### src/rtl/core/gpns_ram.sv
// ----------------------------------------------------------------------------
// gpns_ram: generic single-write, single-read RAM
// One write port and one read port, read data registered.
// ----------------------------------------------------------------------------
module gpns_ram #(
    parameter int WIDTH = 32,
    parameter int DEPTH = 64
) (
    input  logic                     clk,
    input  logic                     wr_en,
    input  logic [$clog2(DEPTH)-1:0] wr_addr,
    input  logic [WIDTH-1:0]         wr_data,
    input  logic [$clog2(DEPTH)-1:0] rd_addr,
    output logic [WIDTH-1:0]         rd_data
);

    logic [WIDTH-1:0] mem_reg [DEPTH];
    logic [WIDTH-1:0] rd_data_reg;

    always_ff @(posedge clk)
    begin
        if (wr_en)
        begin
            mem_reg[wr_addr] <= wr_data;
        end
        rd_data_reg <= mem_reg[rd_addr];
    end

    assign rd_data = rd_data_reg;

endmodule

### config.mk
export PLATFORM = sky130hd
export DESIGN_NAME = gpns_ram
export DESIGN_NICKNAME = d
export VERILOG_FILES = /design/src/rtl/core/gpns_ram.sv
export SDC_FILE = /design/constraint.sdc
export NUM_CORES = 2
export LEC_CHECK = 0
export BUFFER_PORTS_ARGS = -buffer_cell sky130_fd_sc_hd__buf_2
export CORE_ASPECT_RATIO = 1.1
export CORE_MARGIN = 5
export CORE_UTILIZATION = 55
export DETAILED_ROUTE_END_ITERATION = 7
export PLACE_DENSITY_LB_ADDON = 0.3
export SLEW_MARGIN = 15
export SYNTH_ARGS = -nofsm -noshare
export SYNTH_HDL_FRONTEND = slang
export SYNTH_SLANG_ARGS = --single-unit
### constraint.sdc
create_clock -name clk -period 3.9 [get_ports clk]
set_input_delay 0.195 -clock clk [delete_from_list [all_inputs] [get_ports clk]]
set_output_delay 0.195 -clock clk [all_outputs]
set_load 0.01 [all_outputs]
# --- Word-level counts from Yosys, hierarchy flattened ---
# Memory sizes are Yosys's and may differ from the RTL's. A register that Yosys moved wholly into a read port is not among the register bits.
# Cells that the tools add are included.
word_totals:
  output_inout_bits: 32
  n_memories: 1
  ff_bits: 0
  ram_bits: 2048
  word_cells: 3
classes:
  n_mux: 2
memory_table:
  columns: ["memory", "depth", "width", "read_ports", "rd_clocked_by_memory_dff", "write_ports", "line_no", "text"]
  rows:
  - ["mem_reg", 64, 32, 1, 1, 1, "17", "logic [WIDTH-1:0] mem_reg [DEPTH];"]
op_table:
  columns: ["operator", "count"]
  rows:
  - ["1-bit 2-to-1 mux", 2]

# --- Longest topological paths before layout ---
logic_depth:
  ltp_word: 2
  mapped_depth: 10
  depth_no_buf: 5

# --- Worst setup path before layout ---
# Ideal clock, no wire load.
synth_timing:
  path_kind: "in2reg"
  startpoint: "input port wr_addr[3]"
  endpoint: "memory mem_reg[48][0] (enable)"
  t_arrival_ns: 2.894
  path_slack_ns: 0.545
  setup_ns: 0.461
  required_time_ns: 3.439
  cell_stages: 4
  cell_sequence: "clkbuf_1 nor2b_1 nand4b_1 nor3_1"
synth_lines:
  columns: ["element", "line_no", "text"]
  rows:
  - ["start, declared", "11", "input logic [$clog2(DEPTH)-1:0] wr_addr,"]
  - ["end, declared", "17", null]
# No word-level cell before the write port.

==> run summary <==
status: finished, final reports clean
Sw Ratio: 21.2%
dpl hpwl: 110000 µm
Lkg Pwr: 27.9 nW
Power Total: 45.5 mW
Syn Nets: 3370
largest net degree at the start of global routing: 65
clk buf depth: 3
P&R area growth vs syn: 13.7%
max reg flops: 2048
post-layout net count: 3660
Combinational Power Share: 5.0%
Fin. Hold Viols: 0
max cap viols: 0
dpl cells: 5315
CP Capture Type: flop
Pre-antenna DRT Iters: 5
CTS tree: built
Worst-Skew Late Latency: 0.85 ns
Cell Int Power: 35.9 mW
setup TNS: 0 ns
Worst slew margin: 17.9%
CTS clk-pin slew, worst paths: 0.06 ns
number of setup buffers added after CTS: 0
Peak VDD IR: 383 µV
post-synth cell types: 34
antenna viol nets, final: 0
Die Y: 406 µm
GR Overflow Total: 0
EDFF count, synth: 2048
initial antenna violation count: 12
Gate Count Post-Synth: 3324
layout cells sized above 1: 30.3%
DR vias: 37500
GRT Util Overall: 26.4%
Flop pwr share: 54.6%
DR DRC count: 0
final setup violation count: 0
input/output buffers: 77
clock root buffer: clkbuf_16
Finished Layout Cells: 5700
type of origin of the critical path: input pin
Post-synth top flop: edfxtp_1
row count: 145
die width: 370 µm
vias in the first global route: 38100
Clock Sinks: 2080
I/O pin count: 78
Setup WS pre-CTS: 0.495 ns
Yosys warnings: 0
Critical Path Fanout Max: 58
Hold/Removal Path Class: input pin to flop
H-tree depth: 4
Cells on Worst Hold Path: 2
power share of the clock group: 40.4%
Tcrit/Tclk final: 63.7%
power density over cell area: 510 nW/µm²
Initial Utilization: 55.3%
min Tclk post-route: 2.48 ns
Total Wirelength: 195000 µm
Setup Skew: 0.0477 ns
Setup WS post-layout: 1.42 ns
fmax: 403 MHz
Switching Power: 9.66 mW
async set-reset flop share out of synthesis: 0%
RSZ-0062 raised after global routing: false
R2R depth: 4
worst-margin pin slew: 1.23 ns
post-route cell area: 89300 µm²
final core area utilization: 62.9%
starting DRC count in detailed routing: 5036
Setup Crit Path Kind: input pin to flop
DIE AREA: 150000 µm²
CP arrival: 3.15 ns
Core Area: 142000 µm²
Hold WS: 0.0682 ns
Syn Area/Cell: 23.6 µm²
RD Place Congestion: 0.812
CTS Buf Count: 195
vias per std cell: 6.58
Seq cells post-synth: 2080
Mapped Area: 78500 µm²
DP Area: 82800 µm²
CP required: 4.56 ns
sequential fraction of the synthesis area: 79.1%
first-pass GRT wire length: 279000 µm
wire per inst: 34.2 µm
max-slew violations: 0
# resized after CTS: 0
cts hold-fix bufs: 2
area by class of cell:
cell class | count | area [µm²]
clock buffers | 274 | 5320
diodes | 7 | 17.5
flip-flops and latches | 2080 | 62100
repair buffers | 275 | 2500
clock inverters | 91 | 952
well taps | 1911 | 2390
multi-input cells | 1062 | 16000
fillers | 9245 | 52800
cells by family (layout without fill, tap and decap cells):
kind of cell / Yosys count / in the layout / share of synthesized area (%)
multiplexers: 637 / 637 / 16.8
other: 0 / 7 / 0
buffers and inverters: 182 / 640 / 1.13
AO/OA/AOI/OAI: 202 / 202 / 1.67
flip-flops: 2080 / 2080 / 79.1
AND/OR/NAND/NOR: 223 / 223 / 1.27
critical path: stages:
cell     delay (ns)
buf_8          0.54
buf_12         0.39
mux4_2         0.56
mux4_2         0.48
o22ai_1        0.69
nor2_1         0.10
Yosys cell counts, types with 5 or more instances:
master | count | share of area, %
buf_1 | 21 | 0.10
a311oi_1 | 8 | 0.089
buf_6 | 5 | 0.072
nor3_1 | 7 | 0.045
nand3b_1 | 5 | 0.048
buf_4 | 25 | 0.24
nor2_1 | 137 | 0.65
nand2b_1 | 8 | 0.064
dfxtp_1 | 32 | 0.82
edfxtp_1 | 2048 | 78
mux4_2 | 544 | 16
nand3_1 | 5 | 0.032
a21oi_1 | 62 | 0.40
o22ai_1 | 84 | 0.67
mux2i_1 | 93 | 1.2
nor2b_1 | 15 | 0.12
a22oi_1 | 12 | 0.11
o221ai_1 | 27 | 0.30
buf_2 | 57 | 0.36
nand2_1 | 26 | 0.12
clkbuf_1 | 74 | 0.35
routing by layer:
layer	vias to the layer above	part of all wire (%)	track usage [%]
li1	14900	-	-
met1	20100	38	36.9
met2	2161	49	42.6
met3	342	10	6.26
met4	12	3.0	7.56
met5	-	0.035	0
power groups by stage:
stage / clock network, mW / registers (mW) / logic, mW
2_1_floorplan: 0 / 25.3 / 1.20
3_3_place_gp: 0 / 25.3 / 2.22
3_5_place_dp: 0 / 25.3 / 2.26
4_1_cts: 18.7 / 24.9 / 2.27
5_1_grt: 19.7 / 24.9 / 2.39
6_report: 18.4 / 24.9 / 2.26
cells in the final DEF, fill, tap and decap left out, types with 15 or more instances in the layout:
| master | n |
|---|---|
| nor2b_1 | 15 |
| edfxtp_1 | 2048 |
| nor2_4 | 62 |
| dfxtp_1 | 32 |
| a21oi_1 | 62 |
| clkbuf_16 | 195 |
| mux2i_1 | 93 |
| clkbuf_1 | 65 |
| mux4_2 | 544 |
| buf_4 | 152 |
| nor2_1 | 75 |
| buf_2 | 64 |
| buf_12 | 43 |
| o22ai_1 | 84 |
| clkinv_2 | 29 |
| clkinv_1 | 32 |
| nand2_1 | 26 |
| o221ai_1 | 27 |
path summary, 6_finish.rpt:
kind                                       end  slack (ns)       startpoint
worst max-delay path               rd_data[23]        1.42       rd_addr[0]
worst min-delay path            mem_reg[16][5]        0.07       wr_data[5]
worst max register to register      rd_data[5]        1.51   mem_reg[47][5]
worst min register to register     rd_data[17]        0.76  mem_reg[28][17]
(Power assumes the default switching activity.)
