===== src/rtl/core/gpns_pkg.sv =====
// ----------------------------------------------------------------------------
// gpns_pkg: shared types and constants for grid point neighbour smoothing
// Point, column and beat structures, divider constants and state encoding.
// ----------------------------------------------------------------------------
package gpns_pkg;

    localparam int COORD_BITS    = 16;
    localparam int MAX_COLS      = 64;
    localparam int MAX_ROWS      = 64;
    localparam int MIN_DIM       = 2;
    localparam int DIM_BITS      = 7;
    localparam int POS_BITS      = 6;
    localparam int CFG_IDX_BITS  = 1;

    localparam int COL_SUM_BITS  = COORD_BITS + 2;
    localparam int SUM_BITS      = COORD_BITS + 4;
    localparam int MAG_BITS      = COORD_BITS + 3;
    localparam int PROD_BITS     = 2 * MAG_BITS;
    localparam int DIV_SHIFT     = MAG_BITS + 2;
    localparam int Q0_BITS       = PROD_BITS - DIV_SHIFT;

    localparam int DIVISOR_BITS  = 4;
    localparam int DIVISOR_9     = 9;
    localparam int DIVISOR_6     = 6;
    localparam int HALF_9        = DIVISOR_9 / 2;
    localparam int HALF_6        = DIVISOR_6 / 2;
    localparam int RECIP_9       = (2 ** DIV_SHIFT) / DIVISOR_9;
    localparam int RECIP_6       = (2 ** DIV_SHIFT) / DIVISOR_6;

    typedef enum logic [CFG_IDX_BITS-1:0] {
        CFG_ROW_COUNT = 1'b0,
        CFG_COL_COUNT = 1'b1
    } cfg_reg_t;

    typedef enum logic [2:0] {
        ST_IDLE,
        ST_READ,
        ST_SUM,
        ST_DIV,
        ST_WAIT,
        ST_OUT
    } state_t;

    typedef struct packed {
        logic signed [COORD_BITS-1:0] x;
        logic signed [COORD_BITS-1:0] y;
    } point_t;

    typedef struct packed {
        point_t top;
        point_t mid;
        point_t bot;
    } col_t;

    typedef struct packed {
        logic top;
        logic mid;
        logic bot;
    } cell_en_t;

    typedef struct packed {
        logic                         cmd;
        logic signed [COORD_BITS-1:0] in_x;
        logic signed [COORD_BITS-1:0] in_y;
    } in_beat_t;

    typedef struct packed {
        logic signed [COORD_BITS-1:0] out_x;
        logic signed [COORD_BITS-1:0] out_y;
        logic        [POS_BITS-1:0]   out_row;
        logic        [POS_BITS-1:0]   out_col;
        logic                         frame_last;
    } out_beat_t;

endpackage


===== src/rtl/core/gpns_cell.sv =====
// ----------------------------------------------------------------------------
// gpns_cell: one column of the 3x3 window
// Holds three points, takes the column from its right-hand neighbour (the head
// cell takes the new column) on a shift, and gives the masked column sums of x and y.
// ----------------------------------------------------------------------------
module gpns_cell (
    input  logic                                   clk,
    input  logic                                   rst_n,
    input  logic                                   clear,
    input  logic                                   shift,
    input  gpns_pkg::col_t                         col_in,
    input  gpns_pkg::cell_en_t                     en,
    output gpns_pkg::col_t                         col_out,
    output logic signed [gpns_pkg::COL_SUM_BITS-1:0] sum_x,
    output logic signed [gpns_pkg::COL_SUM_BITS-1:0] sum_y
);

    gpns_pkg::col_t col_reg;
    gpns_pkg::col_t col_next;

    always_comb
    begin
        col_next = col_reg;
        if (clear)
        begin
            col_next = '0;
        end
        else if (shift)
        begin
            col_next = col_in;
        end
    end

    always_ff @(posedge clk or negedge rst_n)
    begin
        if (!rst_n)
        begin
            col_reg <= '0;
        end
        else
        begin
            col_reg <= col_next;
        end
    end

    always_comb
    begin
        sum_x = (en.top ? gpns_pkg::COL_SUM_BITS'(col_reg.top.x) : '0)
              + (en.mid ? gpns_pkg::COL_SUM_BITS'(col_reg.mid.x) : '0)
              + (en.bot ? gpns_pkg::COL_SUM_BITS'(col_reg.bot.x) : '0);
        sum_y = (en.top ? gpns_pkg::COL_SUM_BITS'(col_reg.top.y) : '0)
              + (en.mid ? gpns_pkg::COL_SUM_BITS'(col_reg.mid.y) : '0)
              + (en.bot ? gpns_pkg::COL_SUM_BITS'(col_reg.bot.y) : '0);
    end

    assign col_out = col_reg;

endmodule


===== config.mk =====
export PLATFORM = sky130hd
export DESIGN_NAME = gpns_cell
export DESIGN_NICKNAME = d
export VERILOG_FILES = /design/src/rtl/core/gpns_pkg.sv /design/src/rtl/core/gpns_cell.sv
export SDC_FILE = /design/constraint.sdc
export NUM_CORES = 1
export LEC_CHECK = 0
export ABC_AREA = 1
export BUFFER_PORTS_ARGS = -buffer_cell sky130_fd_sc_hd__buf_2
export CAP_MARGIN = 20
export CORE_ASPECT_RATIO = 0.9
export CORE_MARGIN = 8
export CORE_UTILIZATION = 56
export DETAILED_ROUTE_END_ITERATION = 12
export PLACE_DENSITY = 0.91
export SKIP_CTS_REPAIR_TIMING = 1
export SLEW_MARGIN = 20
export SYNTH_ARGS = -nofsm -noshare
export SYNTH_HDL_FRONTEND = slang
export SYNTH_SLANG_ARGS = --single-unit

===== constraint.sdc =====
create_clock -name clk -period 9.55 [get_ports clk]
set_input_delay 1.91 -clock clk [delete_from_list [all_inputs] [get_ports clk]]
set_output_delay 1.91 -clock clk [all_outputs]
set_load 0.01 [all_outputs]

; ---- Word level (Yosys, flattened, before mapping)
; Cells that the tools add are included.
[op_classes]
n_addsub = 4
mul = 0
div_mod_pow = 0
magnitude_cmp = 0
eq_ne = 0
n_shift = 0
mux = 8
n_bitwise = 0
reduce_logical = 1
[op_table]
columns = operator, count
row1 = $mux 96, 2
row2 = $mux 18, 6
row3 = $add 18x18->18, 4
row4 = $reduce_bool 2->1, 1
[word_totals]
register_bits = 96
latch_bits = 0
ram_bits = 0
romBits = 0
in_bits = 103
out_inout_bits = 132
wordCells = 19
memories = 0

; ---- Longest topological paths before layout
; Gate-level depths: netlist of run 1.
[logic_depth]
depth_word = 3
depth_mapped = 14
ltp_nobuf = 13

; ---- Least setup slack after synthesis of run 1
; Ideal clock, no wire load.
[synth_path]
path_type = input-to-output
start = input en[0] (netlist name)
end = output sum_y[15] (netlist name)
arrival_time_ns = 4.044
required_ns = 7.640
path_slack_ns = 3.596
path_stages = 14
n_path_buf = 1
path_cell_list = clkbuf_1 > nand2_1 > fa_1 > inv_1 > ha_1 > fa_1 > nand2_1 > nand2_1 > nand3b_1 > nand2_1 > nand2_1 > nand2_1 > nand2_1 > nand2_1
[synth_between]
elab_chain_len = 2
[synth_lines]
columns = element, line_no
row1 = start: declaration, gpns_cell.sv:12  ; input gpns_pkg::cell_en_t en,
row2 = $mux 18, gpns_cell.sv:53  ; + (en.bot ? gpns_pkg::COL_SUM_BITS'(col_reg.bot.y) : '0);
row3 = $add 18x18->18, gpns_cell.sv:53
row4 = end: declaration, gpns_cell.sv:15  ; output logic signed [gpns_pkg::COL_SUM_BITS-1:0] sum_y
; Every way passes these cells.

; ---- Worst setup path in the final report of run 1
[layout_path]
start = input en[0] (netlist name)
end = output sum_y[11] (netlist name)
; Same word-level chain as after synthesis.

==> results of run 1 <==
## logic make-up (layout without fill, tap and decap cells)
family | count (synthesis) | count (layout) | share of synthesized area
fa+ha+maj | 66 | 66 | 0.149
buf+inv | 292 | 505 | 0.158
simple gates | 431 | 431 | 0.247
xor+xnor | 14 | 14 | 0.0169
compound gates | 112 | 112 | 0.0979
flops | 96 | 96 | 0.331
## final cells by class
| class | instances | area share |
|---|---|---|
| multi-input combinational | 623 | 0.422 |
| sequential | 96 | 0.273 |
| timing repair buffer | 238 | 0.140 |
| inverter | 251 | 0.107 |
| clock buffer | 12 | 0.0280 |
| tap | 164 | 0.0233 |
| clock inverter | 4 | 0.00612 |
## stage by stage
step | setup WS (ps) | instances | area [um^2] | hold WS (ps) | utilization
3_5_place_dp | 2950 | 1371 | 8460 | 543 | 0.667
5_1_grt | 2730 | 1388 | 8790 | 564 | 0.693
3_3_place_gp | 3060 | 1371 | 8460 | 536 | 0.667
4_1_cts | 2940 | 1387 | 8760 | 553 | 0.691
2_1_floorplan | 3600 | 1011 | 7260 | 573 | -
6_report | 2910 | 1388 | 8790 | 548 | 0.693
## per-layer routing
metal / GRT usage / vias to the layer above / routed length [um]
li1: - / 3460 / -
met1: 0.326 / 3298 / 8870
met2: 0.402 / 282 / 9610
met3: 0.0593 / 43 / 1740
met4: 0.0960 / 0 / 546
met5: 0 / - / 0
## worst register-to-register path: stages (launching register included)
cell and delay (ps):
dfrtp_1 390, inv_1 60, o21ai_0 200
## how the worst min path moves through the flow
stage	from	to	slack, ps	depth (start not counted)
final	col_out[64]	col_out[64]	550	2
after global routing	col_out[64]	col_out[64]	560	2
after CTS	col_out[64]	col_out[64]	550	2
after detailed placement	col_out[64]	col_out[64]	540	2
after global placement	col_out[44]	col_out[44]	540	2
after floorplan	col_out[15]	col_out[15]	570	2
## cell usage in the layout (no fill, tap or decap)
cell type	Yosys	final
buf_4	0	5
nand3b_1	3	3
ha_1	32	32
bufinv_16	0	1
xor2_1	11	11
a21oi_1	16	16
or2_4	0	1
clkbuf_1	32	2
clkbuf_8	0	1
clkbuf_16	0	9
xnor2_1	3	3
inv_2	0	1
nand2_1	284	284
clkinv_4	0	1
inv_1	250	250
buf_16	0	1
dfrtp_1	96	96
or2_2	3	3
nor2_1	15	15
o21ai_2	40	40
nor3_1	8	8
fa_1	34	34
buf_2	3	232
o21ai_0	56	56
nand3_1	117	117
clkinvlp_4	0	2
## power breakdown
| group | leakage (nW) | internal (mW) | switching (mW) |
|---|---|---|---|
| Sequential | 1.28 | 0.430 | 0.0213 |
| Clock | 0.139 | 0.211 | 0.158 |
| Combinational | 3.88 | 0.0965 | 0.161 |
| Total | 5.29 | 0.737 | 0.341 |
==> impl_metrics.ini, run 1 <==
[outcome]
outcome = finished clean

[worst_setup_path]
crit_family = adder cells
cp_max_fo = 32
path_common_cell = nand2_1
endpoint = sum_y[11]
worst_ep_arrival_time_ps = 4730
reg2reg_from = col_out[6]
crit_chain = buf_2 -> nand2_1 -> fa_1 -> inv_1 -> ha_1 -> fa_1 -> nand2_1 -> nand2_1 -> nand3b_1 -> nand2_1 -> nand2_1 -> nand2_1 -> nand2_1 -> nand2_1 -> buf_2
cp_slowest_cell = fa_1
timing.critical_path.buf_inv = 3
r2r_cells = 2
path_class = in2out
crit_start = en[0]
rr_endpoint = col_out[6]
cp-end-kind = output pin
crit_cells = 15
worst_ep_required_time_ps = 7640
cp-start-kind = primary input
slowest_delay_ps = 570
rrSetupSlack_ps = 8820

[pwr]
powerDensity_nw_per_um2 = 123
ir_drop_mv = 0.111
p_total_mw = 1.08
power_leakage_nw = 5.29

[drt]
postRouteAntennaNets = 0
postRouteWirelength_um = 20800
drc = 0
drtPass1Iterations = 7
wire_per_inst_um = 15.0
vias = 7083
vias_per_cell = 5.10
first_iter_violations = 464

[global_routing]
grt_overflow = 0
grt_max_degree = 98
antenna_found_initial = 0
grt_pass1_vias = 6942
grt_pass1_wl_um = 33900
globalRouteTotalUtil = 0.251

[timing]
worst_slew_pin_slew_ps = 1000
fin_setup_tns_ps = 0
relSlewSlack = 0.333
finClkSkew_ps = 0
fin_crit_sh = 0.695
setup_viol = 0
fin_crit_ps = 6640
rsz0062_at_grt = no
hold_violations = 0
fmax_ghz = 0.151
slew_violations = 0

[clocking]
htreeDepth = 3
cts.path.max_buffers = 2
cts-root-buf = clkbuf_16
clkTransAtPathRegs_ps = 70
insertion_delay_ps = 350
cts_sinks = 96
cts_tree = done
cts_made_buffers = 9

[yosys]
synth-seq-cells = 96
synth_ff_type = dfrtp_1
synth_largest_area_cell = dfrtp_1
yosysUniqueCellTypes = 20
syn_area_um2 = 7260
synth.avg_cell_area_um2 = 7.18
synth.area.top_cells = dfrtp_1, nand2_1, inv_1
synthArstFlopShare = 1.00
synth_top_area_share = 0.331
synthCells = 1011
ys_seq_area_frac = 0.331
yosys-top-cells-count = nand2_1, inv_1, nand3_1
synth-edff-count = 0
synth_most_common_cell = nand2_1
syn_nets = 1180
ys_warn_count = 0

[place]
place_congestion = 0.905
io_buffers = 234
hpwlAfterDp_um = 15900

[finish]
antenna_cells = 0
drive_gt1_frac = 0.243
synthToLayoutAreaGrowth_pct = 21.1
fin_nets = 1388
n_fill_cell = 1048
multi_input_area_um2 = 3710
largest_reg_flops = 96
seqCellArea_um2 = 2400

[die]
core_um2 = 12700
die-area_um2 = 16900
fp.dieW_um = 136
die_y_um = 124
pin_count = 235
initial_core_util = 0.572
fp-row-count = 39

[run]
maxCapViolations = 0

[min_path]
hp-class = reg2reg
Note: power is estimated with default switching activity, not from simulation.
==> run 2: changes to the inputs <==
--- a/config.mk
+++ b/config.mk
@@ -10,9 +10,9 @@
 export CAP_MARGIN = 20
 export CORE_ASPECT_RATIO = 0.9
 export CORE_MARGIN = 8
-export CORE_UTILIZATION = 56
+export CORE_UTILIZATION = 47
 export DETAILED_ROUTE_END_ITERATION = 12
-export PLACE_DENSITY = 0.91
+export PLACE_DENSITY = 0.82
 export SKIP_CTS_REPAIR_TIMING = 1
 export SLEW_MARGIN = 20
 export SYNTH_ARGS = -nofsm -noshare
==> constraint.sdc (replaced) <==
create_clock -name clk -period 5.82 [get_ports clk]
set_input_delay 1.164 -clock clk [delete_from_list [all_inputs] [get_ports clk]]
set_output_delay 1.164 -clock clk [all_outputs]
set_load 0.01 [all_outputs]
==> run 2 against run 1 <==
Effect of this change: register-to-register slack got worse by 3800 ps; wire length up 2.2%; total power increased by 69%; clock skew is the same; combinational power grew 64%; first-iteration DRC count shrank 15%; core utilization shrank 11 points; cell area grew 0.81%; sequential power grew 64%; critical path type unchanged; largest power group unchanged.
==> impl_metrics.ini, run 2 (synthesis results as in run 1) <==
[worst_setup_path]
r2r_cells = 2
cp-end-kind = output pin
path_class = in2out
rrSetupSlack_ps = 5000
reg2reg_from = col_out[91]
worst_ep_arrival_time_ps = 3950
cp-start-kind = primary input
rr_endpoint = col_out[91]
cp_max_fo = 32
worst_ep_required_time_ps = 4660

[run]
maxCapViolations = 0

[clocking]
cts.path.max_buffers = 2
cts_sinks = 96
cts_made_buffers = 9
cts_tree = done
cts-root-buf = clkbuf_16
insertion_delay_ps = 340
htreeDepth = 3
clkTransAtPathRegs_ps = 70

[drt]
vias_per_cell = 4.96
first_iter_violations = 393
postRouteAntennaNets = 0
postRouteWirelength_um = 21200
vias = 7071
drtPass1Iterations = 5
wire_per_inst_um = 14.9
drc = 0

[timing]
hold_violations = 0
fin_crit_ps = 5110
fmax_ghz = 0.196
worst_slew_pin_slew_ps = 1010
setup_ws_ps = 708
rsz0062_at_grt = no
relSlewSlack = 0.326
fin_crit_sh = 0.878
finClkSkew_ps = 0
fin_setup_tns_ps = 0
slew_violations = 0
setup_viol = 0

[place]
io_buffers = 234
place_congestion = 0.882
post-place-ws_ps = 700
hpwlAfterDp_um = 16300

[finish]
drive_gt1_frac = 0.244
largest_reg_flops = 96
fin_nets = 1389
antenna_cells = 0
n_fill_cell = 1394
layout_common_cells = nand2_1, inv_1, buf_2
final_util = 0.580
final_common_cell = nand2_1
synthToLayoutAreaGrowth_pct = 22.1

[global_routing]
grt_pass1_wl_um = 34600
antenna_found_initial = 0
grt_pass1_vias = 6961
globalRouteTotalUtil = 0.214
grt_overflow = 0
grt_max_degree = 98

[min_path]
hp-class = reg2reg
hold_start = col_out[55]
whs_path_depth = 2
hold_end = col_out[55]

[die]
core_um2 = 15300
initial_core_util = 0.475
pin_count = 235
die_y_um = 134
fp.dieW_um = 147
die-area_um2 = 19700
fp-row-count = 43

[outcome]
outcome = finished clean

[pwr]
ir_drop_mv = 0.180
powerDensity_nw_per_um2 = 205
power_leakage_nw = 5.31
-- run 2: how the worst max path moves through the flow --
stage | from | depth (start not counted) | slack [ps] | end
2_1_floorplan | en[0] | 14 | 1360 | sum_y[15]
3_3_place_gp | en[1] | 15 | 810 | sum_y[17]
5_1_grt | en[1] | 15 | 470 | sum_y[17]
3_5_place_dp | en[1] | 15 | 700 | sum_y[17]
6_report | en[1] | 15 | 710 | sum_y[17]
4_1_cts | en[1] | 15 | 680 | sum_y[17]
-- run 2: per-layer routing --
| metal | routed length, um | track usage | up-vias |
|---|---|---|---|
| met5 | 0 | 0 | - |
| met4 | 236 | 0.0509 | 0 |
| met3 | 1480 | 0.0545 | 15 |
| met2 | 9930 | 0.347 | 241 |
| met1 | 9570 | 0.281 | 3359 |
| li1 | - | - | 3456 |
-- run 2: worst max-delay path, stage by stage --
cell and delay [ps]:
buf_2 540, nand2_1 170, fa_1 550, inv_1 40
ha_1 210, fa_1 470, nand2_1 90, nand2_1 110
nand3_1 100, nand2_1 120, nand2_1 110, nand2_1 50
nand2_1 50, nand2_1 40, buf_2 130
-- run 2: report_power, final --
part           switching [mW]  internal, mW  leakage, nW  total, mW
Clock                   0.273         0.383        0.158      0.656
Sequential             0.0366         0.705         1.28      0.741
Combinational           0.264         0.158         3.88      0.422
Total                   0.574          1.25         5.31       1.82
-- run 2: layout make-up --
class,count,area (um^2),area share
Inverter,251,942,0.106
Clock buffer,10,229,0.0258
Sequential cell,96,2400,0.271
Multi-Input combinational cell,623,3710,0.419
Timing Repair Buffer,239,1230,0.138
Clock inverter,6,95.1,0.0107
Tap cell,202,253,0.0285
-- run 2: stage by stage --
| step | instance area (um^2) | hold WS (ps) | instances | total power [mW] |
|---|---|---|---|---|
| 2_1_floorplan | 7260 | 573 | 1011 | 0.991 |
| 3_3_place_gp | 8520 | 538 | 1410 | 1.16 |
| 3_5_place_dp | 8540 | 535 | 1411 | 1.18 |
| 4_1_cts | 8860 | 546 | 1427 | 1.83 |
| 5_1_grt | 8860 | 568 | 1427 | 1.91 |
| 6_report | 8860 | 543 | 1427 | 1.82 |
==> run 3: changes to the inputs <==
--- a/config.mk
+++ b/config.mk
@@ -8,11 +8,13 @@
 export ABC_AREA = 1
 export BUFFER_PORTS_ARGS = -buffer_cell sky130_fd_sc_hd__buf_2
 export CAP_MARGIN = 20
+export CELL_PAD_IN_SITES_DETAIL_PLACEMENT = 1
+export CELL_PAD_IN_SITES_GLOBAL_PLACEMENT = 2
 export CORE_ASPECT_RATIO = 0.9
 export CORE_MARGIN = 8
-export CORE_UTILIZATION = 47
+export CORE_UTILIZATION = 25
 export DETAILED_ROUTE_END_ITERATION = 12
-export PLACE_DENSITY = 0.82
+export PLACE_DENSITY = 0.81
 export SKIP_CTS_REPAIR_TIMING = 1
 export SLEW_MARGIN = 20
 export SYNTH_ARGS = -nofsm -noshare
==> run 3 against run 2 <==
Effect of this change: wire length up 26%; largest cell class unchanged; combinational power up 3%; highest routed layer is now met5; global-route usage down 6.1 points; critical path depth unchanged; cell area up 2.1%; critical endpoint is now sum_y[13].
==> impl_metrics.ini, run 3 (synthesis results as in run 1) <==
[drt]
routed-wl-met3_um = 1400
wire_per_inst_um = 16.8
drc = 0
first_iter_violations = 158
drtPass1Iterations = 4
wl_met2_um = 11900
top_layer = met5
postRouteWirelength_um = 26800
postRouteAntennaNets = 0
vias = 6974
vias_per_cell = 4.38
wl_met1_um = 13200

[clocking]
cts-root-buf = clkbuf_16
cts.path.max_buffers = 2
insertion_delay_ps = 350
cts_tree = done
clkTransAtPathRegs_ps = 70
cts_made_buffers = 9
cts_sinks = 96
htreeDepth = 3

[place]
hpwlAfterDp_um = 20900
post-place-ws_ps = 699
place_congestion = 0.778
io_buffers = 234

[min_path]
hp-class = reg2reg
hold_start = col_out[87]

[die]
fp-row-count = 59
core_um2 = 28700
die_y_um = 178
pin_count = 235
initial_core_util = 0.253
die-area_um2 = 34700
fp.dieW_um = 196

[timing]
rsz0062_at_grt = no
setup_viol = 0
fmax_ghz = 0.196
worst_slew_pin_slew_ps = 1120
setup_ws_ps = 710
relSlewSlack = 0.255
finClkSkew_ps = 0
fin_crit_ps = 5110
hold_violations = 0
slew_violations = 0
fin_crit_sh = 0.878
fin_setup_tns_ps = 0

[worst_setup_path]
cp-end-kind = output pin
cp_max_fo = 21
path_class = in2out
worst_ep_required_time_ps = 4660
cp_slowest_cell = fa_1
reg2reg_from = col_out[30]
slowest_delay_ps = 560
worst_ep_arrival_time_ps = 3950
crit_chain = buf_2 -> nand2_1 -> fa_1 -> inv_1 -> ha_1 -> fa_1 -> nand2_1 -> nand2_1 -> nand3_1 -> nand2_1 -> nand2_1 -> nand2_1 -> nand2_1 -> nand2_1 -> buf_2
timing.critical_path.buf_inv = 3
crit_family = adder cells
crit_start = en[0]
cp-start-kind = primary input
path_common_cell = nand2_1

[finish]
synthToLayoutAreaGrowth_pct = 24.7
layout_common_cells = nand2_1, inv_1, buf_2
largest_reg_flops = 96
final_common_cell = nand2_1
antenna_cells = 0
drive_gt1_frac = 0.246
final_util = 0.315
fin_nets = 1391

[global_routing]
antenna_found_initial = 1
grt_pass1_wl_um = 42300
grt_pass1_vias = 7590
grt_overflow = 0
globalRouteTotalUtil = 0.152
grt_max_degree = 97

[run]
maxCapViolations = 0

[pwr]
ir_drop_mv = 0.126
power_leakage_nw = 5.31
powerDensity_nw_per_um2 = 201

[outcome]
outcome = finished clean
==> run 3: cell count changes in the layout (fill, tap and decap cells not counted), sizes merged <==
cell    before  now
inv        255  252
bufinv       2    0
buf        239  241
clkbuf      10   12
clkinv       0    3
==> run 3: path summary, 6_finish.rpt <==
path	cells past startpoint	to	slack, ps
setup / recovery	15	sum_y[13]	710
hold / removal	2	col_out[87]	550
setup reg to reg	2	col_out[30]	5080
hold reg to reg	2	col_out[87]	550
max in group asynchronous	2	col_out[75]	3840
min in group asynchronous	1	col_out[28]	780
==> run 3: metal layers <==
layer	GRT usage	vias up
li1	-	3463
met3	0.0409	18
met2	0.245	160
met1	0.205	3331
met4	0.0268	2
met5	0	-
==> run 3: report_power, final <==
part | internal (mW) | switching [mW]
Clock | 0.332 | 0.308
Combinational | 0.158 | 0.278
Sequential | 0.704 | 0.0381
==> run 3: through the flow <==
step                instances  instance area [um^2]  hold WS, ps  power [mW]
CTS                      1593                  9050          561        1.86
global route             1593                  9050          580        1.93
finish                   1593                  9050          554        1.82
floorplan                1011                  7260          573       0.991
global placement         1577                  8740          542        1.19
detailed placement       1577                  8740          550        1.20
==> run 3: layout make-up <==
cell class	instances	area, um^2
fillers	3632	19700
well taps	366	458
flip-flops and latches	96	2400
repair buffers	241	1230
clock inverters	4	35.0
inverters	251	943
multi-input cells	623	3710
clock buffers	12	267
==> run 3: worst register-to-register path, stage by stage, from the launching register on <==
cell and delay, ps:
dfrtp_1 430, inv_1 70, o21ai_0 80
