$ cat src/rtl/core/gpns_pkg.sv
// ----------------------------------------------------------------------------
// gpns_pkg: shared types and constants for grid point neighbour smoothing
// Point, column and beat structures, divider constants and state encoding.
// ----------------------------------------------------------------------------
package gpns_pkg;

    localparam int COORD_BITS    = 16;
    localparam int MAX_COLS      = 64;
    localparam int MAX_ROWS      = 64;
    localparam int MIN_DIM       = 2;
    localparam int DIM_BITS      = 7;
    localparam int POS_BITS      = 6;
    localparam int CFG_IDX_BITS  = 1;

    localparam int COL_SUM_BITS  = COORD_BITS + 2;
    localparam int SUM_BITS      = COORD_BITS + 4;
    localparam int MAG_BITS      = COORD_BITS + 3;
    localparam int PROD_BITS     = 2 * MAG_BITS;
    localparam int DIV_SHIFT     = MAG_BITS + 2;
    localparam int Q0_BITS       = PROD_BITS - DIV_SHIFT;

    localparam int DIVISOR_BITS  = 4;
    localparam int DIVISOR_9     = 9;
    localparam int DIVISOR_6     = 6;
    localparam int HALF_9        = DIVISOR_9 / 2;
    localparam int HALF_6        = DIVISOR_6 / 2;
    localparam int RECIP_9       = (2 ** DIV_SHIFT) / DIVISOR_9;
    localparam int RECIP_6       = (2 ** DIV_SHIFT) / DIVISOR_6;

    typedef enum logic [CFG_IDX_BITS-1:0] {
        CFG_ROW_COUNT = 1'b0,
        CFG_COL_COUNT = 1'b1
    } cfg_reg_t;

    typedef enum logic [2:0] {
        ST_IDLE,
        ST_READ,
        ST_SUM,
        ST_DIV,
        ST_WAIT,
        ST_OUT
    } state_t;

    typedef struct packed {
        logic signed [COORD_BITS-1:0] x;
        logic signed [COORD_BITS-1:0] y;
    } point_t;

    typedef struct packed {
        point_t top;
        point_t mid;
        point_t bot;
    } col_t;

    typedef struct packed {
        logic top;
        logic mid;
        logic bot;
    } cell_en_t;

    typedef struct packed {
        logic                         cmd;
        logic signed [COORD_BITS-1:0] in_x;
        logic signed [COORD_BITS-1:0] in_y;
    } in_beat_t;

    typedef struct packed {
        logic signed [COORD_BITS-1:0] out_x;
        logic signed [COORD_BITS-1:0] out_y;
        logic        [POS_BITS-1:0]   out_row;
        logic        [POS_BITS-1:0]   out_col;
        logic                         frame_last;
    } out_beat_t;

endpackage

$ cat src/rtl/core/gpns_div.sv
// ----------------------------------------------------------------------------
// gpns_div: rounding mean divider
// Two-stage divide of a signed sum by 9 or 6, rounded to nearest with ties
// away from zero, using a reciprocal multiply and one correction step.
// ----------------------------------------------------------------------------
module gpns_div (
    input  logic                                 clk,
    input  logic                                 rst_n,
    input  logic                                 start,
    input  logic signed [gpns_pkg::SUM_BITS-1:0] sum,
    input  logic                                 is9,
    output logic                                 done,
    output logic signed [gpns_pkg::COORD_BITS-1:0] quot
);

    logic                                 valid1_reg;
    logic                                 neg1_reg;
    logic                                 is9_1_reg;
    logic [gpns_pkg::MAG_BITS-1:0]        mag1_reg;
    logic [gpns_pkg::PROD_BITS-1:0]       prod1_reg;
    logic                                 done_reg;
    logic signed [gpns_pkg::COORD_BITS-1:0] quot_reg;

    logic                                 neg_next;
    logic [gpns_pkg::SUM_BITS-1:0]        abs_full;
    logic [gpns_pkg::MAG_BITS-1:0]        mag_next;
    logic [gpns_pkg::MAG_BITS-1:0]        recip;
    logic [gpns_pkg::PROD_BITS-1:0]       prod_next;

    logic [gpns_pkg::DIVISOR_BITS-1:0]    divisor;
    logic [gpns_pkg::Q0_BITS-1:0]         q0;
    logic [gpns_pkg::MAG_BITS-1:0]        qn;
    logic [gpns_pkg::MAG_BITS-1:0]        rem;
    logic [gpns_pkg::Q0_BITS-1:0]         q_fix;
    logic signed [gpns_pkg::Q0_BITS:0]    q_signed;
    logic signed [gpns_pkg::COORD_BITS-1:0] quot_next;

    // stage one: magnitude, rounding offset, reciprocal product
    always_comb
    begin
        neg_next  = sum[gpns_pkg::SUM_BITS-1];
        abs_full  = neg_next ? -sum : sum;
        mag_next  = abs_full[gpns_pkg::MAG_BITS-1:0]
                  + (is9 ? gpns_pkg::MAG_BITS'(gpns_pkg::HALF_9)
                         : gpns_pkg::MAG_BITS'(gpns_pkg::HALF_6));
        recip     = is9 ? gpns_pkg::MAG_BITS'(gpns_pkg::RECIP_9)
                        : gpns_pkg::MAG_BITS'(gpns_pkg::RECIP_6);
        prod_next = gpns_pkg::PROD_BITS'(mag_next) * gpns_pkg::PROD_BITS'(recip);
    end

    // stage two: correct the estimate by one, restore the sign
    always_comb
    begin
        divisor   = is9_1_reg ? gpns_pkg::DIVISOR_BITS'(gpns_pkg::DIVISOR_9)
                              : gpns_pkg::DIVISOR_BITS'(gpns_pkg::DIVISOR_6);
        q0        = prod1_reg[gpns_pkg::PROD_BITS-1:gpns_pkg::DIV_SHIFT];
        qn        = gpns_pkg::MAG_BITS'(q0) * gpns_pkg::MAG_BITS'(divisor);
        rem       = mag1_reg - qn;
        q_fix     = (rem >= gpns_pkg::MAG_BITS'(divisor)) ? q0 + 1'b1 : q0;
        q_signed  = neg1_reg ? -$signed({1'b0, q_fix}) : $signed({1'b0, q_fix});
        quot_next = q_signed[gpns_pkg::COORD_BITS-1:0];
    end

    always_ff @(posedge clk or negedge rst_n)
    begin
        if (!rst_n)
        begin
            valid1_reg <= 1'b0;
            done_reg   <= 1'b0;
        end
        else
        begin
            valid1_reg <= start;
            done_reg   <= valid1_reg;
        end
    end

    always_ff @(posedge clk)
    begin
        if (start)
        begin
            neg1_reg  <= neg_next;
            is9_1_reg <= is9;
            mag1_reg  <= mag_next;
            prod1_reg <= prod_next;
        end
        if (valid1_reg)
        begin
            quot_reg <= quot_next;
        end
    end

    assign done = done_reg;
    assign quot = quot_reg;

endmodule

$ cat config.mk
export PLATFORM = sky130hd
export DESIGN_NAME = gpns_div
export DESIGN_NICKNAME = d
export VERILOG_FILES = /design/src/rtl/core/gpns_pkg.sv /design/src/rtl/core/gpns_div.sv
export SDC_FILE = /design/constraint.sdc
export NUM_CORES = 1
export LEC_CHECK = 0
export ABC_CLOCK_PERIOD_IN_PS = 5800
export BUFFER_PORTS_ARGS = -buffer_cell sky130_fd_sc_hd__buf_2
export CORE_MARGIN = 2
export CORE_UTILIZATION = 55
export CTS_BUF_LIST = sky130_fd_sc_hd__clkbuf_16
export CTS_CLUSTER_SIZE = 24
export DETAILED_ROUTE_END_ITERATION = 8
export PLACE_DENSITY = 0.85
export SLEW_MARGIN = 20
export SYNTH_ARGS = -nofsm -noshare
export SYNTH_HDL_FRONTEND = slang
export SYNTH_SLANG_ARGS = --single-unit
$ cat constraint.sdc
create_clock -name clk -period 5.8 [get_ports clk]
set_clock_uncertainty 0.2 [all_clocks]
set_input_delay 0 -clock clk [delete_from_list [all_inputs] [get_ports clk]]
set_output_delay 0 -clock clk [all_outputs]
set_load 0.02 [all_outputs]
After elaboration in Yosys (flattened, before gate mapping)
Cells that the tools add are included.

storage, ports and cells
  flip-flop bits (word level) = 77
  input port bits = 24
  output and inout bits = 17

operators by class
  multiply operators = 2
  add/sub/neg operators = 5
  $lt $le $gt $ge = 1
  muxes and demuxes = 6

operators by type and width
  kind                     count
  $mul A19 B19 Y38         1
  $mux W19                 2
  $mux W16                 2
  $add A19 B3 Y19          1
  $ge A19 B4 Y1            1
  $mul A17 B4 Y19          1
  $neg A19 Y19             1
  $sub A19 B19 Y19         1
  $add A16 B1 Y16 const B  1
  $neg A16 Y16             1
  $mux W4                  1
  $mux W3                  1

Depth between registers and ports, before layout
Gate-level depths: netlist of the first run.

  word-level depth = 7
  mapped depth = 39
  depth with buffers taken out = 38

Worst setup path before layout of the first run
No wires, ideal clock.

  path type = input port to flip-flop
  start point = input port sum[19] (netlist bit)
  end point = register prod1_reg[37] (netlist bit) (data pin)
  buffers on the path = 3
  data required time = 5.340 ns
  setup slack = -3.541 ns
  data arrival time = 8.881 ns
  stages = 35
  setup time = 0.260 ns
  cell sequence = clkbuf_1 > clkbuf_1 > clkbuf_1 > mux2i_1 > fa_1 > inv_1 > a21oi_1 > or4_1 > nand2b_1 > or3_1 > or2_2 > nand2b_1 > xnor2_1 > inv_1 > a21boi_0 > fa_1 > fa_1 > inv_1 > fa_1 > fa_1 > inv_1 > fa_1 > inv_1 > ha_1 > a21o_1 > a21o_1 > a21oi_1 > o2111ai_1 > a221oi_1 > a21oi_1 > a221o_1 > o41a_1 > a41oi_1 > o21bai_1 > xnor2_1

between the ends
  word-level cells in the longest chain between the ends = 3

ends and longest elaborated chain
  item                    RTL line        RTL
  start: declaration      gpns_div.sv:10  input logic signed [gpns_pkg::SUM_BITS-1:0] sum,
  $mux W19                gpns_div.sv:42  abs_full = neg_next ? -sum : sum;
  $add A19 B3 Y19         gpns_div.sv:44  + (is9 ? gpns_pkg::MAG_BITS'(gpns_pkg::HALF_9)
  via mag_next, one bit   gpns_div.sv:26  logic [gpns_pkg::MAG_BITS-1:0] mag_next;
  $mul A19 B19 Y38        gpns_div.sv:48  prod_next = gpns_pkg::PROD_BITS'(mag_next) * gpns_pkg::PROD_BITS'(recip);
  via prod_next, one bit  gpns_div.sv:28  logic [gpns_pkg::PROD_BITS-1:0] prod_next;
  end signal: assignment  gpns_div.sv:85  prod1_reg <= prod_next;
  end: declaration        gpns_div.sv:20  logic [gpns_pkg::PROD_BITS-1:0] prod1_reg;

The timed path passes the listed nets, and every way through them passes these cells.
A chain may end at the register's enable or synchronous reset.

Worst setup path after layout of the first run
  start point = input port sum[1] (netlist bit)
  end point = register prod1_reg[35] (netlist bit) (data pin)

between the ends
  word-level cells in the longest chain between the ends = 4

ends and longest elaborated chain
  item                    RTL line
  $neg A19 Y19            gpns_div.sv:42
  $mux W19 (*)            gpns_div.sv:42
  $add A19 B3 Y19 (*)     gpns_div.sv:44
  via mag_next, one bit   gpns_div.sv:26
  $mul A19 B19 Y38 (*)    gpns_div.sv:48
  via prod_next, one bit  gpns_div.sv:28

Mark *: on every way through the listed nets, which the timed path passes. The rest lies on a longest branch.

==> run metrics, run 1 <==
status finished, violations left; failing checks setup timing; H-tree Lvls 2; Slew @ Worst Pin around 0.85 ns; ANT nets after route 0; reg2reg end quot[15]; fin crit share 147%; Hold Slack between 0.03 and 0.04 ns; largest net degree at the start of global routing 40; asr flop ratio synth under 10%; DR WL/cell between 20 and 25 um; sequential area share after synthesis between 10% and 20%; syn_area_per_cell about 9.5 sq um; Chip Width 160 um; commonest non-fill, non-tap cell in the layout buf_4; mapped cell area around 0.013 sq mm; Final Cell Area approximately 0.018 sq mm; number of synthesized flops with an enable pin 54; slowest stage cell, crit path or4_4; Period minus WS final about 8.5 ns; worst reg2reg setup slack -0.42 ns; Initial DRC Count about 1200; Syn Inst Count 1418; vias per cell about 6; Final setup viols 31; unrepaired setup endpoints after global routing yes; Fillers between 1000 and 1500; HP Class input port to flip-flop; remaining global-route overflow 0; Max Freq around 120 MHz; clk root buf clkbuf_16; required time worst endpoint 5.67 ns; Final nets between 2000 and 2500; Setup crit start sum[1]; reg2reg path depth 21; Final HPWL DP 30800 um; critical path peak fanout 3; fin. max-slew vios 0; Total Die Area between 0.02 and 0.03 sq mm; Final Util 75.8%; CTS tree done; CP peak stage delay roughly 0.55 ns; gr usage total around 33%; Area Growth Syn to Fin 36.5%; Synth cell types roughly 80; IO Pins 41; clock sinks 56; Site Rows between 50 and 60; initial antenna violation count 2; Pre-Repair DR Iteration Count 6; commonest non-fill, non-tap cells in the layout 340 x buf_4, 287 x inv_1, 194 x fa_1, 160 x ha_1, 113 x nand2_1; Die Ht ~160 um; Syn. warnings 0; final hold vios 0; Initial Utilization 55.6%; first-pass GRT wire length around 67000 um; top_reg_cell synth edfxtp_1; area post-placement 0.0167 sq mm; max reg flops 19; Setup crit start kind input port; CP Capture Type flip-flop; Most common cell on crit path fa_1; CTS clk-pin slew, worst paths 0.08 ns; hold wc startpoint start; Critical Path Sink prod1_reg[35]; Max-slew headroom 43.2%; crit path kind input port to flip-flop; Max Buffers Root-to-Sink 2; max_cap viols 0; min setup slack post-route -2.74 ns; Fin Setup TNS -41.45 ns; reg-to-reg startpoint is9_1_reg; final wirelength about 46000 um; PortBufs 40; fraction of layout cells with a size suffix above 1 approximately 35%; Clk Latency, worst-skew pair a little over 0.3 ns; vias in the first global route around 13000; DRC Markers 0; CP arrival approximately 8.4 ns; core area ~0.024 sq mm; GP Congestion about 0.97; flops & latches, synth 56; CTS Buf Count 5; DR vias roughly 13000
critical path, delay by kind of cell:
| family | cells | cell delay (ns) |
|---|---|---|
| fa+ha+maj | 7 | 2.99 |
| simple gates | 6 | 1.85 |
| compound gates | 10 | 2.57 |
| buf+inv | 8 | 0.67 |
| xor+xnor | 3 | 0.37 |
how the worst min path moves through the flow:
stage	to	slack, ns	depth (start not counted)
final	valid1_reg	0.03	1
after global routing	valid1_reg	0.06	1
after CTS	valid1_reg	0.03	1
after detailed placement	valid1_reg	-0.41	1
after global placement	valid1_reg	-0.42	1
after floorplan	done	-0.50	0
final cells by class:
cell class	instances	area [sq um]	area share, %
multi-input cells	1042	11800	64.4
repair buffers	406	3080	16.8
flip-flops and latches	56	1670	9.12
inverters	315	1200	6.55
well taps	324	405	2.21
clock buffers	5	125	0.683
clock inverters	3	25.0	0.137
repair inverters	1	8.76	0.0478
diodes	2	5.00	0.0273
Yosys cell counts (38+ instances only):
library cell	count	share of area (%)
inv_1	313	8.7
fa_1	204	30
ha_1	193	18
nand2_1	129	3.6
edfxtp_1	54	12
xnor2_1	48	3.1
nor2_1	44	1.2
xor2_1	41	2.7
a21oi_1	40	1.5
o21ai_0	40	1.5
clkbuf_1	38	1.1
metrics by stage:
stage | cells | setup WS, ns
floorplan | 1463 | -2.48
global placement | 2085 | -2.85
detailed placement | 2085 | -3.22
CTS | 2131 | -2.36
global route | 2152 | -2.84
finish | 2154 | -2.74
logic make-up after synthesis:
group	synth area share (%)
adder cells (fa/ha/maj)	48.4
other	0.0559
AND/OR/NAND/NOR	11.2
AO/OA/AOI/OAI	9.72
buffers and inverters	10.4
flip-flops	12.4
multiplexers	1.69
XOR/XNOR	6.09
layer usage:
layer  vias to the layer above  wire, um  global-route usage, %
li1                       5323         -                      -
met1                      6041     15300                   35.5
met2                       880     23100                   61.1
met3                       333      3560                   4.10
met4                         0      4350                   24.2
met5                         -         0                      0
what timing repair did:
action,CTS,global route
cloned,0,1
resized for setup,93,116
setup buffers,39,25
hold buffers,2,0
hold endpoints to repair,2,0
pin swaps,83,78
setup endpoints to repair,29,31
Power of run 1 is not shown: default switching activity piles up to over one toggle a cycle in this logic, so the estimate is an artifact.
==> inputs of run 2 (changes only) <==
--- a/config.mk
+++ b/config.mk
@@ -7,6 +7,7 @@
 export LEC_CHECK = 0
 export ABC_CLOCK_PERIOD_IN_PS = 5800
 export BUFFER_PORTS_ARGS = -buffer_cell sky130_fd_sc_hd__buf_2
+export CORE_ASPECT_RATIO = 0.5
 export CORE_MARGIN = 2
 export CORE_UTILIZATION = 55
 export CTS_BUF_LIST = sky130_fd_sc_hd__clkbuf_16
==> run metrics, run 2 (synthesized netlist as in run 1, its figures left out) <==
fin crit share 151%; multi-input logic area roughly 0.012 sq mm; first-pass GRT wire length 66000 um; Clk Latency, worst-skew pair around 0.32 ns; Total Die Area between 0.02 and 0.03 sq mm; min setup slack post-route -2.93 ns; Site Rows 40; Slew @ Worst Pin 0.920 ns; max reg flops 19; Final HPWL DP 32200 um; fin cells ~2100; GP Congestion between 0.9 and 1; H-tree Lvls 2; commonest non-fill, non-tap cells in the layout 329 x buf_4, 293 x inv_1, 199 x fa_1, 163 x ha_1, 114 x nand2_1; CTS tree done; CP peak stage delay ~0.65 ns; status finished, violations left; critical path peak fanout 3; Register Area ~0.0017 sq mm; core area ~0.024 sq mm; Area Growth Syn to Fin 34.4%; crit path kind input port to flip-flop; Hold Slack 0.0585 ns; Inst Count DP approximately 2100; CTS clk-pin slew, worst paths roughly 0.080 ns; fin. max-slew vios 0; DR WL/cell between 20 and 25 um; PortBufs 40; Max Freq 115 MHz; Most common cell on crit path inv_2; required time worst endpoint 5.66 ns; Pre-Repair DR Iteration Count 8; vias per cell a little over 6; max_cap viols 0; CTS Buf Count 5; Chip Width 225 um; Max-slew headroom around two fifths; Die Ht ~110 um; CP Capture Type flip-flop; Initial Utilization a little under three fifths; unrepaired setup endpoints after global routing yes; Initial DRC Count about 1500; Final setup viols 30; fraction of layout cells with a size suffix above 1 between 30 and 40%; Final nets between 2000 and 2500; final hold vios 0; slowest stage cell, crit path fa_2; final wirelength 51400 um; Max Buffers Root-to-Sink 2; initial antenna violation count 2; DRC Markers 0; Setup crit start kind input port; gr usage total approximately 33%; Period minus WS final around 8.7 ns; clk root buf clkbuf_16; failing checks setup timing; Fillers ~1300; commonest non-fill, non-tap cell in the layout buf_4; HP Class input port to flip-flop; DR vias approximately 13000; remaining global-route overflow 0; CP arrival between 8 and 9 ns; clock sinks 56; ANT nets after route 0; IO Pins 41; vias in the first global route 12900; largest net degree at the start of global routing 40
## run 2: cell types whose count changed in the layout (fill, tap and decap cells not counted), moves of 4 or more
cell,delta
inv_2,-5
inv_1,+6
nor2_1,+5
nor2_4,-5
xnor2_1,+4
ha_4,-4
fa_2,-5
a21oi_2,-5
fa_1,+5
buf_4,-11
a21oi_1,+5
o21ai_2,+4
## run 2: final cells by class
| class | count | area share (%) |
|---|---|---|
| clock buffers | 5 | 0.693 |
| clock inverters | 3 | 0.146 |
| diodes | 2 | 0.0277 |
| inverters | 315 | 6.61 |
| well taps | 315 | 2.18 |
| repair buffers | 393 | 16.4 |
| multi-input cells | 1042 | 64.6 |
| flip-flops and latches | 56 | 9.26 |
| repair inverters | 1 | 0.0347 |
## run 2: repair_timing
action	CTS	global route
hold endpoints to repair	2	0
pin swaps	52	64
buffers inserted	17	25
setup endpoints to repair	30	31
gates resized for setup	74	98
cloned	1	0
hold buffers	2	0
## run 2: metal layers
metal / track usage [%] / up-vias / wire length [um]
met5: 0 / - / 136
met4: 20.8 / 6 / 5690
met2: 57.9 / 1172 / 22200
li1: - / 5294 / -
met1: 38.4 / 6173 / 16400
met3: 7.26 / 533 / 7060
## run 2: path summary, 6_finish.rpt
| kind | from | end | slack, ns | depth (start not counted) |
|---|---|---|---|---|
| worst max-delay path | sum[0] | prod1_reg[37] | -2.93 | 37 |
| worst min-delay path | start | valid1_reg | 0.06 | 1 |
| worst max register to register | is9_1_reg | quot[9] | -0.43 | 23 |
| worst min register to register | valid1_reg | done | 0.59 | 0 |
| max in group asynchronous | rst_n | valid1_reg | 4.94 | 3 |
| min in group asynchronous | rst_n | done | 0.34 | 3 |
## run 2: metrics by stage
step / TNS [ns] / area, sq um / util (%) / setup WS (ns)
finish: -43.45 / 18000 / 75.3 / -2.93
global route: -49.47 / 18000 / 75.3 / -3.10
CTS: -32.09 / 17400 / 72.6 / -2.41
detailed placement: -45.50 / 16700 / 69.8 / -3.19
global placement: -39.32 / 16700 / 69.8 / -2.87
floorplan: -30.94 / 14100 / - / -2.48
## run 2: critical path: cells and delay by family
kind | cells | cell delay [ns]
AND/OR/NAND/NOR | 5 | 1.49
adder cells (fa/ha/maj) | 8 | 3.50
XOR/XNOR | 2 | 0.31
AO/OA/AOI/OAI | 12 | 2.37
buffers and inverters | 9 | 0.82
multiplexers | 1 | 0.07
Power of run 2 is left out for the same reason.
==> inputs of run 3 (changes only) <==
--- a/config.mk
+++ b/config.mk
@@ -14,6 +14,7 @@
 export CTS_CLUSTER_SIZE = 24
 export DETAILED_ROUTE_END_ITERATION = 8
 export PLACE_DENSITY = 0.85
+export RECOVER_POWER = 100
 export SLEW_MARGIN = 20
 export SYNTH_ARGS = -nofsm -noshare
 export SYNTH_HDL_FRONTEND = slang
==> run metrics, run 3 (synthesized netlist as in run 1, its figures left out) <==
failing checks DRC, capacitance limit, slew limit, setup timing; slowest stage cell, crit path fa_2; H-tree Lvls 2; DR WL/cell roughly 24 um; Chip Width roughly 230 um; fin crit share 150%; Fin Setup TNS -43.31 ns; Area Growth Syn to Fin 34.2%; DR vias ~13000; PortBufs 40; core area 0.0240 sq mm; required time worst endpoint about 5.7 ns; remaining global-route overflow 0; HP Class input port to flip-flop; GRT busiest layer met2; Initial DRC Count 1488; Final setup viols 30; area post-placement roughly 0.017 sq mm; gr usage total approximately 33%; Slew @ Worst Pin about 2.2 ns; IO Pins between 40 and 50; hold wc startpoint sum[19]; max_cap viols 1; DRC Markers 1; final hold vios 0; CP peak stage delay 0.65 ns; Initial Utilization between 50 and 60%; Fillers about 1300; commonest non-fill, non-tap cell in the layout buf_4; largest net degree at the start of global routing 40; critical path peak fanout 3; max reg flops 19; ANT nets after route 0; reg-to-reg startpoint is9_1_reg; first-pass GRT wire length 66000 um; CP Capture Type flip-flop; unrepaired setup endpoints after global routing yes; CTS tree done; Setup crit start sum[0]; CP arrival approximately 8.6 ns; Max Buffers Root-to-Sink 2; final wirelength 51400 um; GP Congestion 0.981; met1 usage just under 40%; vias per cell ~6.2; fraction of layout cells with a size suffix above 1 32.4%; Final nets around 2200; clk root buf clkbuf_16; Max-slew headroom -44.9%; Most common cell on crit path inv_2; Clk Latency, worst-skew pair approximately 0.32 ns; min setup slack post-route -2.92 ns; met3 Track Usage GR around 7.3%; Max Freq approximately 110 MHz; Period minus WS final a little under 9 ns; fin. max-slew vios 40; CTS Buf Count 5; clock sinks 56; Site Rows 40; Total Die Area between 0.02 and 0.03 sq mm; Final HPWL DP between 30000 and 40000 um; Final Cell Area 0.0180 sq mm; Pre-Repair DR Iteration Count 9; status finished, violations left; Setup crit start kind input port; crit path kind input port to flip-flop; M2 GR Usage just under 60%; vias in the first global route around 13000; Final Util 75.2%; Die Ht approximately 110 um; CTS clk-pin slew, worst paths approximately 0.08 ns; commonest non-fill, non-tap cells in the layout 329 x buf_4, 293 x inv_1, 199 x fa_1, 163 x ha_1, 114 x nand2_1; initial antenna violation count 2
-- run 3: cell types whose count changed in the layout (fill, tap and decap cells not counted) --
cell	change
buf_2	-18
clkbuf_1	+18
diode_2	+1
-- run 3: metrics by stage --
| step | hold slack, ns | worst slack (ns) | cells |
|---|---|---|---|
| 3_3_place_gp | -0.416 | -2.87 | 2082 |
| 2_1_floorplan | -0.496 | -2.48 | 1463 |
| 4_1_cts | 0.0344 | -2.41 | 2108 |
| 5_1_grt | 0.111 | -3.10 | 2130 |
| 3_5_place_dp | -0.415 | -3.19 | 2082 |
| 6_report | 0.103 | -2.92 | 2133 |
-- run 3: routing by layer --
metal | wire length, um | share of wire, % | vias up
met2 | 22200 | 43 | 1179
met3 | 7090 | 14 | 524
met4 | 5670 | 11 | 6
met1 | 16300 | 32 | 6158
li1 | - | - | 5293
met5 | 136 | 0.26 | -
-- run 3: path summary, 6_finish.rpt --
kind	end	slack, ns	cells past startpoint
max	prod1_reg[37]	-2.92	37
min in group asynchronous	done	0.34	3
max in group asynchronous	valid1_reg	4.94	3
min	neg1_reg	0.10	2
max reg2reg	quot[9]	-0.42	23
min reg2reg	done	0.59	0
-- run 3: cell type report --
cell class	instances	area (sq um)	share of cell area [%]
diodes	3	7.51	0.0416
clock buffers	5	125	0.694
clock inverters	3	26.3	0.146
inverters	315	1190	6.61
multi-input cells	1042	11700	64.7
flip-flops and latches	56	1670	9.27
well taps	315	394	2.19
repair buffers	393	2940	16.3
repair inverters	1	6.26	0.0347
-- run 3: timing repair --
action                                  CTS  global route
hold endpoints to repair                  2             0
pin swaps                                52            64
buffers inserted                         17            25
resized for setup                        74            98
cloned                                    1             0
hold buffers                              2             0
endpoints found under the setup margin   30            31
-- run 3: worst max-delay path: cells and delay by family --
kind                     cells  cell delay (ns)
XOR/XNOR                     2             0.30
adder cells (fa/ha/maj)      8             3.50
buffers and inverters        9             0.82
AO/OA/AOI/OAI               12             2.37
AND/OR/NAND/NOR              5             1.49
multiplexers                 1             0.07
Power of run 3 is left out for the same reason.
